**src/sv/mm4_pkg.sv**
```systemverilog
`timescale 1ns / 1ps
// ----------------------------------------------------------------------------
// mm4_pkg
// Shared types, constants and the output saturation function for the 4x4
// fixed-point matrix multiply unit.
// ----------------------------------------------------------------------------
package mm4_pkg;

  localparam int FRAC_BITS = 16;
  localparam int DIM       = 4;
  localparam int IDX_W     = $clog2(DIM);
  localparam int ELEM_W    = 32;
  localparam int PROD_W    = 2 * ELEM_W;
  localparam int ACC_W     = PROD_W + IDX_W;
  localparam int QDEPTH    = 4;
  localparam int QPTR_W    = $clog2(QDEPTH);

  typedef logic signed [ELEM_W-1:0] elem_t;
  typedef elem_t [DIM-1:0]          row_t;
  typedef logic signed [PROD_W-1:0] prod_t;
  typedef logic signed [ACC_W-1:0]  acc_t;
  typedef logic [IDX_W-1:0]         idx_t;

  // one queued transaction: a row of A, the matching row of B, its row index
  typedef struct packed {
    row_t a;
    row_t b;
    idx_t row;
  } item_t;

  localparam idx_t LAST_IDX = idx_t'(DIM - 1);

  // floor(s / 2^FRAC_BITS), clamped to the signed element range
  function automatic elem_t sat_shift(input acc_t s);
    acc_t  q;
    elem_t r;
    q = s >>> FRAC_BITS;
    if (!q[ACC_W-1] && (|q[ACC_W-2:ELEM_W-1])) begin
      r = {1'b0, {(ELEM_W-1){1'b1}}};
    end else if (q[ACC_W-1] && !(&q[ACC_W-2:ELEM_W-1])) begin
      r = {1'b1, {(ELEM_W-1){1'b0}}};
    end else begin
      r = q[ELEM_W-1:0];
    end
    return r;
  endfunction

endpackage

```
**src/sv/mm4_front.sv**
```systemverilog
`timescale 1ns / 1ps
// ----------------------------------------------------------------------------
// mm4_front
// Accepts input rows, tags each with its row index within the matrix pair
// and holds them in a short queue for the compute side.
// ----------------------------------------------------------------------------
module mm4_front
  import mm4_pkg::*;
(
  input  logic  clk,
  input  logic  rst,
  input  logic  in_valid,
  output logic  in_ready,
  input  row_t  in_a,
  input  row_t  in_b,
  output logic  q_valid,
  input  logic  q_ready,
  output item_t q_item
);

  item_t              slots [QDEPTH];
  logic [QPTR_W-1:0]  wr_ptr;
  logic [QPTR_W-1:0]  rd_ptr;
  logic [QPTR_W:0]    count;
  idx_t               row_count;
  logic               push;
  logic               pop;

  assign in_ready = (count != (QPTR_W+1)'(QDEPTH));
  assign q_valid  = (count != '0);
  assign q_item   = slots[rd_ptr];
  assign push     = in_valid && in_ready;
  assign pop      = q_valid && q_ready;

  always_ff @(posedge clk) begin
    if (push) begin
      slots[wr_ptr] <= '{a: in_a, b: in_b, row: row_count};
    end
  end

  always_ff @(posedge clk) begin
    if (rst) begin
      wr_ptr    <= '0;
      rd_ptr    <= '0;
      count     <= '0;
      row_count <= '0;
    end else begin
      if (push) begin
        wr_ptr    <= wr_ptr + 1'b1;
        row_count <= row_count + 1'b1;
      end
      if (pop) begin
        rd_ptr <= rd_ptr + 1'b1;
      end
      unique case ({push, pop})
        2'b10:   count <= count + 1'b1;
        2'b01:   count <= count - 1'b1;
        default: count <= count;
      endcase
    end
  end

endmodule

```
**config.mk**
```make
export PLATFORM = sky130hd
export DESIGN_NAME = mm4_front
export DESIGN_NICKNAME = d
export VERILOG_FILES = /design/src/sv/mm4_pkg.sv /design/src/sv/mm4_front.sv
export SDC_FILE = /design/constraint.sdc
export NUM_CORES = 1
export LEC_CHECK = 0
export BUFFER_PORTS_ARGS = -buffer_cell sky130_fd_sc_hd__buf_4
export CORE_MARGIN = 2
export CORE_UTILIZATION = 55
export DETAILED_ROUTE_END_ITERATION = 10
export PLACE_DENSITY = 0.81
export SLEW_MARGIN = 30
export SYNTH_ARGS = -nofsm -noshare
export SYNTH_HDL_FRONTEND = slang
export SYNTH_SLANG_ARGS = --single-unit
```
**constraint.sdc**
```tcl
create_clock -name clk -period 8.8 [get_ports clk]
set_clock_uncertainty 0.05 [all_clocks]
set_input_delay 0.44 -clock clk [delete_from_list [all_inputs] [get_ports clk]]
set_output_delay 0.44 -clock clk [all_outputs]
set_load 0.05 [all_outputs]
```
==> results.md <==
* Syn_nets at 1,676
* Hold Crit Class: in2reg
* Slew @ Worst Pin at 1.087 ns
* Req. time, crit path at 8.31 ns
* Antenna violations before repair at 12
* VDD IR max at 0.2610 mV
* Mapped Area at 38,240 sq um
* Post-route setup TNS at 0 ns
* CTS H-tree lvls at 3
* Sequential fraction of the synthesis area at 0.8161
* Design Power at 15.05 mW
* Worst-path maximum fanout at 73
* RePlAce Congestion at 0.7434
* Clock-pin slew on the worst setup and hold paths at 0.06 ns
* Leak at 16.68 nW
* First-pass GRT wire length at 126,000 um
* Post-route clock period utilization at 0.4195
* Die Y-Extent at 267.7 um
* Net Switching at 5.132 mW
* GRT Overall Usage at 0.2406
* Status: completed
* Routed len/inst at 27.02 um
* Number of remaining DRC errors at 0
* Fillers at 3,722
* FF-to-FF path depth at 5
* Logic pwr share at 0.322
* Grt ovf at 0
* Share of cells above drive strength 1 at 0.3548
* Max Clk Rate at 270.9 MHz
* Sw frac at 0.3410
* Worst slew margin at 0.2754
* Most frequent cells in the layout: edfxtp_1, buf_4, dlygate4sd3_1
* Gate Count Post-Synth at 1,410
* Vias per Instance at 5.740
* Num rows at 96
* TritonCTS clock tree: done
* Max-cap violations at 0
* Cell-internal power at 9.917 mW
* Routed vias at 18,770
* Ys Warns at 0
* Multi-input combinational cell area at 6560 sq um
* Ranking of synthesized cells by area: edfxtp_1, mux4_2, mux4_1
* Register area at 31,220 sq um
* Clock root buffer: clkbuf_16
* Synth area leader: edfxtp_1
* Sequential share of power at 0.404
* Die ar. at 71,660 sq um
* CP Launch Type: flop
* Area Growth Syn to Fin at 27.99%
* WHS Endpoint: wr_ptr[0]
* Post-placement setup slack at 5.434 ns
* R2r startpoint: wr_ptr[0]
* Fin. Hold Viols at 0
* First DRT Iteration DRCs at 1,683
* Hpwl dp at 45,740 um
* Clock share of power at 0.274
* TritonRoute pass-1 iters at 5
* Min Tclk post-route at 3.691 ns
* Core area at 68,710 sq um
* Worst reg2reg setup slack at 5.44 ns
* WHS Path Cells at 3
* Max Slew Vio Count at 0
* Post-DP Area at 43,090 sq um
* Largest net degree at the start of global routing at 157
* Design Area, Final at 48,940 sq um
* Syn Area/Cell at 27.12 sq um
* Pwr dens at 307.5 nW/um^2
* Hold_ws at 0.1232 ns
* DRT Wirelength at 88,350 um
* R2r endpoint: slots[0][180]
* Clock latency on the worst-skew pair at 0.62 ns
* Commonest non-fill, non-tap cell in the layout: edfxtp_1
* CP Data Arrival Time at 3.20 ns
* CTS Sinks at 1,043
* Initial Util at 0.5566
* Die Width at 267.7 um
* Number of global-route vias before repair at 20,040
* RSZ-0062 raised after global routing: no
* Synth top area share at 0.8104
* Yosys cell types at 28
* Input/output buffers at 519
* I/O Pins at 520
* Num CTS Buffers at 99
* Crit Path Class: reg2out
* DRT antenna net count at 0
* Clock buffer depth at 3
* Post-CTS Setup Inserts at 0
* FF+latch count, synth at 1,043
* Endpoint type of the worst setup path: output pin
* Worst setup margin at 5.109 ns
* Endpoints failing setup at 0
* Nets@finish at 2,512
* Critical hold path startpoint: in_valid
## how the worst max path moves through the flow
stage	from	endpoint	slack [ns]
global route	flop	q_item[91]	4.94
finish	flop	q_item[100]	5.11
CTS	flop	q_item[100]	5.10
global placement	count[2]	slots[0][180]	5.52
detailed placement	count[0]	slots[0][30]	5.43
floorplan	count[2]	slots[0][0]	1.38
## synthesized netlist by cell type
cell type and n:
nand3_1 2, nor3b_2 1, inv_2 1, buf_8 3, and3_1 4, fa_1 1, and2_1 1, buf_2 27
o21ai_0 2, o311ai_0 1, mux4_1 113, inv_1 6, buf_6 23, o31a_1 1, a21oi_1 5, nand2_1 1
nor2_1 7, a21o_1 2, xnor2_1 1, ha_1 5, nor2b_1 1, dfxtp_1 11, xor2_1 3, mux2_2 1
mux4_2 145, or3_1 3, clkbuf_1 7, edfxtp_1 1032
## kinds of logic after synthesis
| group | synth area share |
|---|---|
| fa+ha+maj | 0.002159 |
| flops | 0.8161 |
| compound gates | 0.001767 |
| buf+inv | 0.01286 |
| simple gates | 0.002847 |
| xor+xnor | 0.0009163 |
| mux | 0.1633 |
## power groups by stage
stage | clock (mW) | sequential [mW] | combinational (mW)
2_1_floorplan | 0 | 6.18 | 3.43
3_3_place_gp | 0 | 6.12 | 4.64
3_5_place_dp | 0 | 6.16 | 4.67
4_1_cts | 4.16 | 6.06 | 4.81
5_1_grt | 4.37 | 6.10 | 5.01
6_report | 4.13 | 6.08 | 4.85
## registers in the layout, indices dropped and copies added (netlist names), named ones only
name,flops
slots,1032
count,3
rd_ptr,2
row_count,2
wr_ptr,2
## layer usage
metal | vias to the layer above | global-route usage | wire [um]
li1 | 7929 | - | -
met4 | 2 | 0.1022 | 3792
met3 | 200 | 0.06160 | 6799
met5 | - | 0 | 11
met1 | 9763 | 0.2814 | 30760
met2 | 877 | 0.4233 | 46980
## final cells by class
| type | instances | area share |
|---|---|---|
| well taps | 931 | 0.02380 |
| multi-input cells | 300 | 0.1340 |
| clock buffers | 120 | 0.05310 |
| flip-flops and latches | 1043 | 0.6378 |
| diodes | 11 | 0.0005624 |
| clock inverters | 63 | 0.01115 |
| inverters | 7 | 0.0005368 |
| repair buffers | 795 | 0.1390 |
## worst max-delay path, cell delays in order (launching register included)
cell and delay (ns):
dfxtp_4 0.68, buf_12 0.40, buf_16 0.39, mux4_1 0.71, buf_4 0.23
## stage by stage
| stage | cells | util |
|---|---|---|
| after CTS | 3255 | 0.7104 |
| after floorplan | 1410 | - |
| after global placement | 2813 | 0.6266 |
| after global routing | 3268 | 0.7123 |
| after detailed placement | 2815 | 0.6272 |
| final | 3270 | 0.7124 |
## timing repair
action | CTS | global route
hold buffers | 257 | 0
gates resized for setup | 0 | 0
endpoints found under the hold margin | 1033 | 0
Power figures use the tool's default switching activity.
